**config.mk**
```make
export PLATFORM = sky130hd
export DESIGN_NAME = nmea_sentence_field_splitter_core
export DESIGN_NICKNAME = d
export VERILOG_FILES = /design/src/rtl/nsfs_pkg.sv /design/src/rtl/nmea_sentence_field_splitter_core.sv /design/src/rtl/nsfs_front.sv /design/src/rtl/nsfs_queue.sv /design/src/rtl/nsfs_back.sv
export SDC_FILE = /design/constraint.sdc
export NUM_CORES = 1
export LEC_CHECK = 0
export ABC_CLOCK_PERIOD_IN_PS = 2900
export BUFFER_PORTS_ARGS = -buffer_cell sky130_fd_sc_hd__buf_4
export CORE_ASPECT_RATIO = 0.8
export CORE_MARGIN = 3
export CORE_UTILIZATION = 45
export DETAILED_ROUTE_END_ITERATION = 6
export HOLD_SLACK_MARGIN = 0.15
export PLACE_DENSITY = 0.64
export SYNTH_ARGS = -nofsm -noshare
export SYNTH_HDL_FRONTEND = slang
export SYNTH_SLANG_ARGS = --single-unit
```
**constraint.sdc**
```tcl
create_clock -name i_clk -period 2.9 [get_ports i_clk]
set_input_delay 0.29 -clock i_clk [delete_from_list [all_inputs] [get_ports i_clk]]
set_output_delay 0.29 -clock i_clk [all_outputs]
set_load 0.1 [all_outputs]
```
**src/rtl/nsfs_pkg.sv**
```systemverilog
// Shared types and constants for the NMEA sentence field splitter.
package nsfs_pkg;

    localparam int unsigned TagW          = 40;
    localparam int unsigned ByteW         = 8;
    localparam int unsigned IdxW          = 4;
    localparam int unsigned PosW          = 4;

    localparam logic [TagW-1:0]  TAG_RESET = 40'h4750524D43;
    localparam logic [ByteW-1:0] CH_START  = 8'h24;
    localparam logic [ByteW-1:0] CH_CR     = 8'h0D;
    localparam logic [ByteW-1:0] CH_COMMA  = 8'h2C;
    localparam logic [ByteW-1:0] CH_STAR   = 8'h2A;

    localparam int unsigned DEF_MAX_FIELDS      = 13;
    localparam int unsigned DEF_MAX_FIELD_CHARS = 16;
    localparam int unsigned DEF_QUEUE_DEPTH     = 4;

    typedef struct packed {
        logic             sentence_end;
        logic [ByteW-1:0] char_value;
        logic [PosW-1:0]  char_pos;
        logic [IdxW-1:0]  field_index;
    } t_item;

    typedef struct packed {
        logic full;
        logic empty;
    } t_queue_status;

endpackage

```
**src/rtl/nmea_sentence_field_splitter_core.sv**
```systemverilog
// Top level of the NMEA sentence field splitter.
//
// Input stream: one received character per beat in s_axis_tdata.
// Output stream: one beat per field character of a sentence whose tag
// matches the configured tag; m_axis_tdata carries field number, position
// in field and character, m_axis_tlast marks the carriage-return end beat.
// Config: i_cfg_wr_en writes the 40-bit sentence tag (first character in
// the top byte); write only while no output beat is pending.
// Path: a result beat is written into the queue after classification, then moved
// into the output register before it shows on m_axis.
// Throughput: one input beat per cycle, set by the front end state update for each
// accepted beat; the queue of QUEUE_DEPTH entries plus the output register
// absorb receiver stalls, and s_axis_tready drops only when the queue fills.
// Reset: tag returns to GPRMC, no sentence open, queue and output emptied.
module nmea_sentence_field_splitter_core
    import nsfs_pkg::*;
#(
    parameter int unsigned MAX_FIELDS      = DEF_MAX_FIELDS,
    parameter int unsigned MAX_FIELD_CHARS = DEF_MAX_FIELD_CHARS,
    parameter int unsigned QUEUE_DEPTH     = DEF_QUEUE_DEPTH
) (
    input  logic             i_clk,
    input  logic             i_rst_n,
    input  logic             i_cfg_wr_en,
    input  logic [TagW-1:0]  i_cfg_wr_data,
    input  logic             s_axis_tvalid,
    output logic             s_axis_tready,
    input  logic [7:0]       s_axis_tdata,   // [7:0] rx_byte
    output logic             m_axis_tvalid,
    input  logic             m_axis_tready,
    output logic [15:0]      m_axis_tdata,   // [3:0] field_index, [7:4] char_pos, [15:8] char_value
    output logic             m_axis_tlast
);

    logic          in_accept;
    logic          push;
    logic          pop;
    t_item         front_item;
    t_item         queue_item;
    t_item         out_item;
    t_queue_status queue_status;

    assign s_axis_tready = !queue_status.full;
    assign in_accept     = s_axis_tvalid && s_axis_tready;

    nsfs_front #(
        .MAX_FIELDS      (MAX_FIELDS),
        .MAX_FIELD_CHARS (MAX_FIELD_CHARS)
    ) u_front (
        .i_clk         (i_clk),
        .i_rst_n       (i_rst_n),
        .i_cfg_wr_en   (i_cfg_wr_en),
        .i_cfg_wr_data (i_cfg_wr_data),
        .i_accept      (in_accept),
        .i_byte        (s_axis_tdata),
        .o_push        (push),
        .o_item        (front_item)
    );

    nsfs_queue #(
        .DEPTH (QUEUE_DEPTH)
    ) u_queue (
        .i_clk    (i_clk),
        .i_rst_n  (i_rst_n),
        .i_push   (push),
        .i_item   (front_item),
        .i_pop    (pop),
        .o_item   (queue_item),
        .o_status (queue_status)
    );

    nsfs_back u_back (
        .i_clk    (i_clk),
        .i_rst_n  (i_rst_n),
        .i_item   (queue_item),
        .i_status (queue_status),
        .o_pop    (pop),
        .o_valid  (m_axis_tvalid),
        .i_ready  (m_axis_tready),
        .o_item   (out_item)
    );

    assign m_axis_tdata = {out_item.char_value, out_item.char_pos, out_item.field_index};
    assign m_axis_tlast = out_item.sentence_end;

endmodule

```
**src/rtl/nsfs_front.sv**
```systemverilog
// Front end: accepts received bytes, tracks sentence state, emits field characters.
module nsfs_front
    import nsfs_pkg::*;
#(
    parameter int unsigned MAX_FIELDS      = DEF_MAX_FIELDS,
    parameter int unsigned MAX_FIELD_CHARS = DEF_MAX_FIELD_CHARS
) (
    input  logic              i_clk,
    input  logic              i_rst_n,
    input  logic              i_cfg_wr_en,
    input  logic [TagW-1:0]   i_cfg_wr_data,
    input  logic              i_accept,
    input  logic [ByteW-1:0]  i_byte,
    output logic              o_push,
    output t_item             o_item
);

    localparam logic [2:0] PH_FIELDS = 3'd5;
    localparam logic [2:0] PH_PAST   = 3'd6;
    localparam logic [2:0] PH_FULL   = 3'd7;

    logic [TagW-1:0]  r_tag;
    logic [2:0]       r_tag_pos, n_tag_pos;
    logic             r_tag_ok, n_tag_ok;
    logic             r_in_sent, n_in_sent;
    logic [IdxW-1:0]  r_field_cnt, n_field_cnt;
    logic [PosW-1:0]  r_pos, n_pos;
    logic [ByteW-1:0] tag_char;
    logic             is_sep;

    always_comb begin
        case (r_tag_pos)
            3'd0:    tag_char = r_tag[39:32];
            3'd1:    tag_char = r_tag[31:24];
            3'd2:    tag_char = r_tag[23:16];
            3'd3:    tag_char = r_tag[15:8];
            default: tag_char = r_tag[7:0];
        endcase
    end

    assign is_sep = (i_byte == CH_COMMA) || (i_byte == CH_STAR);

    always_comb begin
        n_tag_pos   = r_tag_pos;
        n_tag_ok    = r_tag_ok;
        n_in_sent   = r_in_sent;
        n_field_cnt = r_field_cnt;
        n_pos       = r_pos;
        o_push      = 1'b0;
        o_item.field_index  = r_field_cnt;
        o_item.char_pos     = r_pos;
        o_item.char_value   = i_byte;
        o_item.sentence_end = 1'b0;
        if (i_accept) begin
            if (i_byte == CH_START) begin
                n_in_sent   = 1'b1;
                n_tag_pos   = 3'd0;
                n_tag_ok    = 1'b1;
                n_field_cnt = '0;
                n_pos       = '0;
            end else if (r_in_sent) begin
                if (r_tag_pos < PH_FIELDS) begin
                    if (i_byte == CH_CR) begin
                        n_in_sent = 1'b0;
                    end else begin
                        if (i_byte != tag_char) begin
                            n_tag_ok = 1'b0;
                        end
                        n_tag_pos = r_tag_pos + 3'd1;
                    end
                end else if (i_byte == CH_CR) begin
                    n_in_sent = 1'b0;
                    o_push    = r_tag_ok;
                    o_item.char_pos     = '0;
                    o_item.sentence_end = 1'b1;
                end else if (r_tag_ok && (r_tag_pos != PH_PAST)) begin
                    if (is_sep) begin
                        if (r_field_cnt < IdxW'(MAX_FIELDS)) begin
                            n_field_cnt = r_field_cnt + 1'b1;
                            n_pos       = '0;
                            n_tag_pos   = PH_FIELDS;
                        end else begin
                            n_tag_pos = PH_PAST;
                        end
                    end else if ((r_field_cnt != '0) && (r_tag_pos != PH_FULL)) begin
                        o_push = 1'b1;
                        if (({1'b0, r_pos} + 5'd1) < 5'(MAX_FIELD_CHARS)) begin
                            n_pos = r_pos + 1'b1;
                        end else begin
                            n_tag_pos = PH_FULL;
                        end
                    end
                end
            end
        end
    end

    always_ff @(posedge i_clk) begin
        if (!i_rst_n) begin
            r_tag       <= TAG_RESET;
            r_tag_pos   <= '0;
            r_tag_ok    <= 1'b0;
            r_in_sent   <= 1'b0;
            r_field_cnt <= '0;
            r_pos       <= '0;
        end else begin
            if (i_cfg_wr_en) begin
                r_tag <= i_cfg_wr_data;
            end
            r_tag_pos   <= n_tag_pos;
            r_tag_ok    <= n_tag_ok;
            r_in_sent   <= n_in_sent;
            r_field_cnt <= n_field_cnt;
            r_pos       <= n_pos;
        end
    end

endmodule

```
**src/rtl/nsfs_queue.sv**
```systemverilog
// Short result queue between the front end and the output stage.
module nsfs_queue
    import nsfs_pkg::*;
#(
    parameter int unsigned DEPTH = DEF_QUEUE_DEPTH
) (
    input  logic          i_clk,
    input  logic          i_rst_n,
    input  logic          i_push,
    input  t_item         i_item,
    input  logic          i_pop,
    output t_item         o_item,
    output t_queue_status o_status
);

    localparam int unsigned PtrW = (DEPTH > 1) ? $clog2(DEPTH) : 1;
    localparam int unsigned CntW = $clog2(DEPTH + 1);

    t_item           r_mem [DEPTH];
    logic [PtrW-1:0] r_wr_ptr, n_wr_ptr;
    logic [PtrW-1:0] r_rd_ptr, n_rd_ptr;
    logic [CntW-1:0] r_count, n_count;
    logic            do_push, do_pop;

    assign o_status.full  = (r_count == CntW'(DEPTH));
    assign o_status.empty = (r_count == '0);
    assign o_item         = r_mem[r_rd_ptr];
    assign do_push        = i_push && !o_status.full;
    assign do_pop         = i_pop && !o_status.empty;

    always_comb begin
        n_wr_ptr = r_wr_ptr;
        n_rd_ptr = r_rd_ptr;
        n_count  = r_count;
        if (do_push) begin
            n_wr_ptr = (r_wr_ptr == PtrW'(DEPTH - 1)) ? '0 : r_wr_ptr + 1'b1;
        end
        if (do_pop) begin
            n_rd_ptr = (r_rd_ptr == PtrW'(DEPTH - 1)) ? '0 : r_rd_ptr + 1'b1;
        end
        if (do_push && !do_pop) begin
            n_count = r_count + 1'b1;
        end else if (!do_push && do_pop) begin
            n_count = r_count - 1'b1;
        end
    end

    always_ff @(posedge i_clk) begin
        if (do_push) begin
            r_mem[r_wr_ptr] <= i_item;
        end
    end

    always_ff @(posedge i_clk) begin
        if (!i_rst_n) begin
            r_wr_ptr <= '0;
            r_rd_ptr <= '0;
            r_count  <= '0;
        end else begin
            r_wr_ptr <= n_wr_ptr;
            r_rd_ptr <= n_rd_ptr;
            r_count  <= n_count;
        end
    end

endmodule

```
**src/rtl/nsfs_back.sv**
```systemverilog
// Output stage: drains the queue into a registered stream beat.
module nsfs_back
    import nsfs_pkg::*;
(
    input  logic          i_clk,
    input  logic          i_rst_n,
    input  t_item         i_item,
    input  t_queue_status i_status,
    output logic          o_pop,
    output logic          o_valid,
    input  logic          i_ready,
    output t_item         o_item
);

    logic  r_valid;
    t_item r_item;

    assign o_pop   = !i_status.empty && (!r_valid || i_ready);
    assign o_valid = r_valid;
    assign o_item  = r_item;

    always_ff @(posedge i_clk) begin
        if (o_pop) begin
            r_item <= i_item;
        end
    end

    always_ff @(posedge i_clk) begin
        if (!i_rst_n) begin
            r_valid <= 1'b0;
        end else if (o_pop) begin
            r_valid <= 1'b1;
        end else if (i_ready) begin
            r_valid <= 1'b0;
        end
    end

endmodule

```
After elaboration in Yosys (flattened, before gate mapping). Memory sizes are Yosys's and may differ from the RTL's. A register that Yosys moved wholly into a read port is not among the register bits. Index checks and enable logic that the tools add are counted.

Reductions and logical operators: 34. Eq/ne operators: 17. $add $sub $neg: 8. Mux-type cells: 61. Order comparisons: 3.

Operators with widths (count): 2-to-1 mux 4 bit (21); 2-to-1 mux 3 bit (11); case mux 8 bit (4 select lines) (1); 2-to-1 mux 1 bit (25); == test 8 x 6 -> 1 bit (second input constant) (3); nonzero test 2 bit (8); != test 3 bit (second input constant) (3); nonzero test 3 bit (3); adder 4 x 1 -> 4 bit (second input constant) (2); == test 8 x 4 -> 1 bit (second input constant) (1); logical AND 1 bit (8); != test 8 bit (1); AND reduction 8 bit (1); nonzero test 4 bit (2); AND reduction 7 bit (1); adder 3 x 1 -> 3 bit (second input constant) (2); == test 3 x 2 -> 1 bit (second input constant) (2); zero test 3 bit (2); 2-to-1 mux 2 bit (3); AND reduction 6 bit (1); adder 4 x 1 -> 5 bit (second input constant) (1); zero test 1 bit (5); < comparator 5 bit (second input constant) (1); AND reduction 5 bit (1); other kinds (10) (14).

Input bits: 53. Memories kept: 1. Bits in registers: 61. Output and inout port bits: 19. Word-level logic and storage cells: 134. Bits in writable memories: 68.

Memories: u_queue.r_mem (words 4, bits a word 17, rd ports 1, clocked after Yosys merged registers in 1, write ports 1, line nsfs_queue.sv:19) `t_item r_mem [DEPTH];`.

Depth between registers and ports, before layout.
Depth after elaboration: 15. Depth in mapped cells: 14. Gate-level depth less buffers: 12.

Cells and area by module. A second synthesis with hierarchy kept.

Cell total of the unflattened synthesis: 472. Area, all modules: 6409.9 µm².

By module, submodules not included: nsfs_queue (instances 1, seq. area each 2222.1 µm², cells an instance 140, area each 2972.9 µm²); nsfs_front (instances 1, seq. area each 1061.0 µm², cells an instance 309, area each 2872.8 µm²); nsfs_back (instances 1, seq. area each 530.5 µm², cells an instance 21, area each 554.3 µm²); nmea_sentence_field_splitter_core (instances 1, seq. area each 0.0 µm², cells an instance 2, area each 10.0 µm²).

Worst setup path after synthesis. OpenSTA, ideal clock, no wires.

Kind: reg2reg. Start: register u_back.r_valid, in the netlist u_back.o_valid. End: register u_queue.r_count[2]. Path buffers: 0. Clock period less this slack: 3.149 ns. Library setup time: 0.070 ns. Path slack: -0.249 ns. Data arrival time: 3.078 ns. Stages on the path, launching flop included: 9. Required time: 2.830 ns. Cell sequence: dfxtp_1 > a21oi_1 > inv_1 > ha_1 > inv_1 > fa_1 > xor2_1 > or3_1 > a21oi_1.

Word-level cells in the longest chain between the ends: 7. Elaborated cells on any way between the ends: 9. Classes of those cells: mux: 1; reduce/logical: 8.

Ends and longest elaborated chain: start, declared (line nsfs_back.sv:15) `logic r_valid;`; start signal, assigned (line nsfs_back.sv:30) `r_valid <= 1'b0;`; start signal, assigned (line nsfs_back.sv:32) `r_valid <= 1'b1;`; start signal, assigned (line nsfs_back.sv:34) `r_valid <= 1'b0;`; zero test 1 bit (*) (line nsfs_back.sv:18) `assign o_pop = !i_status.empty && (!r_valid || i_ready);`; logical OR 1 bit (*) (line nsfs_back.sv:18); logical AND 1 bit (*) (line nsfs_back.sv:18); via pop (line nmea_sentence_field_splitter_core.sv:37) `logic pop;`; logical AND 1 bit (*) (line nsfs_queue.sv:29) `assign do_pop = i_pop && !o_status.empty;`; zero test 1 bit (line nsfs_queue.sv:41) `if (do_push && !do_pop) begin`; logical AND 1 bit (line nsfs_queue.sv:41); 2-to-1 mux 3 bit / nonzero test 2 bit (equally long branches); end signal, assigned (line nsfs_queue.sv:62) `r_count <= n_count;`; end, declared (line nsfs_queue.sv:22) `logic [CntW-1:0] r_count, n_count;`.

Mark *: on every way through the listed nets, which the timed path passes. The rest lies on a longest branch. A chain may end at the register's enable or synchronous reset.

Final worst setup path.
Start: register u_front.r_tag_pos[0]. End: register u_queue.r_count[2].

Word-level cells in the longest chain between the ends: 14. Elaborated cells on any way between the ends: 19. Classes of those cells: order compare: 1; eq/ne: 2; mux: 9; reduce/logical: 7.

Ends and longest elaborated chain: start, declared (line nsfs_front.sv:23) `logic [2:0] r_tag_pos, n_tag_pos;`; start signal, assigned (line nsfs_front.sv:110) `r_tag_pos <= n_tag_pos;`; != test 3 bit (line nsfs_front.sv:85) `end else if ((r_field_cnt != '0) && (r_tag_pos != PH_FULL)) begin`; logical AND 1 bit (line nsfs_front.sv:85); 2-to-1 mux 1 bit (line nsfs_front.sv:85); 2-to-1 mux 1 bit (line nsfs_front.sv:77) `if (is_sep) begin`; 2-to-1 mux 1 bit (line nsfs_front.sv:76) `end else if (r_tag_ok && (r_tag_pos != PH_PAST)) begin`; 2-to-1 mux 1 bit (line nsfs_front.sv:71) `end else if (i_byte == CH_CR) begin`; 2-to-1 mux 1 bit (*) (line nsfs_front.sv:62) `if (r_tag_pos < PH_FIELDS) begin`; 2-to-1 mux 1 bit (*) (line nsfs_front.sv:61) `end else if (r_in_sent) begin`; 2-to-1 mux 1 bit (*) (line nsfs_front.sv:55) `if (i_byte == CH_START) begin`; 2-to-1 mux 1 bit (*) (line nsfs_front.sv:54) `if (i_accept) begin`; logical AND 1 bit (*) (line nsfs_queue.sv:28) `assign do_push = i_push && !o_status.full;`; zero test 1 bit (line nsfs_queue.sv:43) `end else if (!do_push && do_pop) begin`; logical AND 1 bit (line nsfs_queue.sv:43); nonzero test 2 bit (no source line).

Every way passes the cells marked *; elsewhere a longest branch is shown, timed or not.

==> metrics <==
status=complete, no violations; # fillers=1038; Setup-failing EPs final=0; max_slew headroom=35.47%; via count=3983; gr ovfl total=0; crit end category=flip-flop; RSZ-0062 raised after global routing=no; Tcrit/Tclk final=95.58%; Root Driver=clkbuf_16; Routed wire per std cell=~18 microns; setup total negative slack=0 ns; number of nets in the layout=about 650; final hold viol count=0; 1st-iter DRT viols=290; number of global-route vias before repair=4177; die area=15130 sq um; EDFF count, synth=85; Synth cell types=54; CTS Buffer Depth=2; FF/Latch Area=3777 sq um; Sink Count=146; power share of the clock group=32.3%; fin. max-slew vios=0; Skew-Pair Late Insertion Delay=0.42 ns; kind of critical path=flip-flop to flip-flop; pin count of the biggest net entering global routing=41; GR Util All Layers=a little under a fifth; hold path startpoint=s_axis_tdata[0]; sw frac=34.47%; clock buffer count from CTS=17; top post-synthesis cells by count=edfxtp_1, dfxtp_1, mux2i_1; Critical Path, Cell by Cell=inv_1 > ha_2 > a21boi_4 > nand4b_4 > nor3_2 > a22o_1 > ha_2 > inv_1 > fa_1 > xor2_1 > or3_1 > a21oi_1; Core ar.=13100 sq um; yosys warns=0; max-cap viol count=0; area occupied by multi-input gates=2267 sq um; crit path max fanout=5; Worst Skew=0.01272 ns; Post-Syn Area per Cell=approximately 14 sq um; global-route wire length before repair=21810 microns; VDD IR max=roughly 0.69 mV; cell taking the most area after synthesis=edfxtp_1; row count=37; hold worst-path end=u_queue.r_mem[3][8]$_DFFE_PP_; Async S/R FF share, synth=0%; Arr. time, crit path=3.11 ns; Reg power frac=40.3%; CTS tree=built; Post-Syn Area=6158 sq um; Critical Path RT=around 3.2 ns; number of H-tree levels=4; Least-Margin Pin Slew=0.9679 ns; Leak=3.038 nW; Worst Path Buf+Inv=2; layout cells sized above 1=25.68%; min Tclk post-route=2.772 ns; chip height=110.6 microns; multiplexer area fraction after synthesis=13.94%; Mapped Nets=roughly 520; Hold Crit Depth=1; r2r endpoint=u_queue.r_count[2]$_SDFFE_PN0P_; slowest CP cell=fa_1; Seq cells post-synth=between 100 and 150; Detailed Routing Iterations Pass 1=5; PortBufs=71; top-count cell post-synth=edfxtp_1; net load switching power=2.137 mW; r2r worst-path depth=12; CP peak stage delay=about 0.43 ns; Vias/cell=approximately 5.2; setup slack, reg-to-reg=0.13 ns; Placement Cell Area=6888 sq um; Initial Utilization=47.01%; Simple-Gate Fraction of Synth Area=between 10% and 20%; Gate power share=a little over a quarter; initial antenna violation count=0; Clock transition at path regs=0.06 ns; Die W=136.8 microns; Post-Synth Adder-Cell Area=3.576%; Compound-Gate Fraction of Synth Area=5.872%; Gate Count Post-Synth=451; Post-DP HPWL=8868 microns; Layout area overhead=28.87%; top cells by area, synth=edfxtp_1, dfxtp_1, mux2i_1, mux4_2, ha_1; total length of routed wires=13480 microns; Crit Reg-Reg Startpoint=u_front.r_tag_pos[0]$_SDFFE_PN0P_; main flop type after synthesis=edfxtp_1; CP top delay family=adder cells; worst hold path type=primary input to flip-flop; Routed Antenna Nets=0; total power=just over 6 mW; antenna cells=0; pwr dens=781.0 nW/um^2; sequential area share after synthesis=61.28%; io pins=72; DRC violations left=0; buffer count from post-CTS setup fixing=0; achievable frequency=0.3608 GHz; share of the synthesized area in the top cell type=41.45%; largest family of logic cells by synthesized area=multiplexers; Final GP Congestion=between 0.8 and 0.9; final instance area=7936 sq um; Int Power=4.061 mW; post-synthesis xor/xnor area fraction=2.418%; Critical Path Start Type=flip-flop
-- registers in the layout, indices dropped and copies added (netlist names) --
| name | flops |
|---|---|
| u_queue.r_rd_ptr | 2 |
| u_front.r_field_cnt | 4 |
| u_front.r_tag_ok | 1 |
| u_back.o_valid | 1 |
| u_back.o_item | 17 |
| u_queue.r_count | 3 |
| u_queue.r_mem | 68 |
| u_queue.r_wr_ptr | 2 |
| u_front.r_pos | 4 |
| u_front.r_in_sent | 1 |
| u_front.r_tag | 40 |
| u_front.r_tag_pos | 3 |
-- metrics by stage --
| stage | utilization (%) | setup WS (ns) | hold WS [ns] | instances |
|---|---|---|---|---|
| 3_5_place_dp | 52.57 | 0.01304 | 0.4649 | 684 |
| 4_1_cts | 60.33 | 0.008180 | 0.1508 | 763 |
| 5_1_grt | 60.58 | 0.001465 | 0.1581 | 763 |
| 3_3_place_gp | 52.57 | 0.1370 | 0.4574 | 684 |
| 6_report | 60.58 | 0.1280 | 0.1603 | 763 |
| 2_1_floorplan | - | 0.006784 | 0.3889 | 451 |
-- metal layers --
layer	vias up	GRT usage (%)	part of all wire, %
met5	-	0	0
met4	0	7.713	1.8
met3	22	4.554	4.9
met2	110	28.69	48
met1	1940	26.08	45
li1	1911	-	-
-- what timing repair did --
item,in CTS,in global routing
hold endpoints to repair,65,0
endpoints found under the setup margin,0,69
hold buffers,47,0
gates resized for setup,0,9
-- cell usage in the layout, fill, tap and decap left out, types with 3 or more instances in the layout --
cell type	n
edfxtp_1	85
buf_4	82
dfxtp_1	58
dlygate4sd3_1	47
mux2i_1	46
nor2_1	44
nand2_1	27
mux4_2	17
clkbuf_16	17
a22oi_1	16
ha_1	14
inv_1	11
a31oi_1	9
xnor2_1	9
xor2_1	8
nand3_1	8
and2_1	8
a21oi_1	6
nor2b_1	6
nor3_1	4
clkinvlp_4	4
nor3_2	3
and3_1	3
nand4_1	3
clkbuf_1	3
dfxtp_2	3
-- kinds of logic after synthesis --
family	count (synthesis)
xor+xnor	17
mux	64
compound gates	50
buf+inv	35
simple gates	122
fa+ha+maj	17
flops	146
-- power by group through the flow --
stage	logic (mW)	clock network (mW)	registers, mW
floorplan	0.482	0	3.31
global placement	1.64	0	2.53
detailed placement	1.66	0	2.54
CTS	1.71	2.04	2.50
global route	1.79	2.12	2.52
finish	1.70	2.00	2.50
-- layout make-up --
class                      count  area share (%)
timing repair buffer         129           13.68
inverter                      11          0.5203
multi-input combinational    270           28.57
clock buffer                  20           5.502
sequential                   146           47.60
tap                          175           2.759
clock inverter                12           1.372
-- worst max path at each step --
stage / end / slack, ns / start / cells past startpoint
after floorplan: u_queue.r_count[2]$_SDFFE_PN0P_ / 0.007 / u_front.r_tag_pos[0]$_SDFFE_PN0P_ / 14
after global placement: u_queue.r_count[2]$_SDFFE_PN0P_ / 0.14 / s_axis_tdata[4] / 11
after detailed placement: u_queue.r_count[2]$_SDFFE_PN0P_ / 0.01 / u_front.r_tag_pos[0]$_SDFFE_PN0P_ / 12
after CTS: u_queue.r_count[2]$_SDFFE_PN0P_ / 0.008 / u_front.r_tag_pos[0]$_SDFFE_PN0P_ / 12
after global routing: u_queue.r_count[2]$_SDFFE_PN0P_ / 0.001 / u_front.r_tag_pos[0]$_SDFFE_PN0P_ / 12
final: u_queue.r_count[2]$_SDFFE_PN0P_ / 0.13 / u_front.r_tag_pos[0]$_SDFFE_PN0P_ / 12
(Power assumes the default switching activity.)
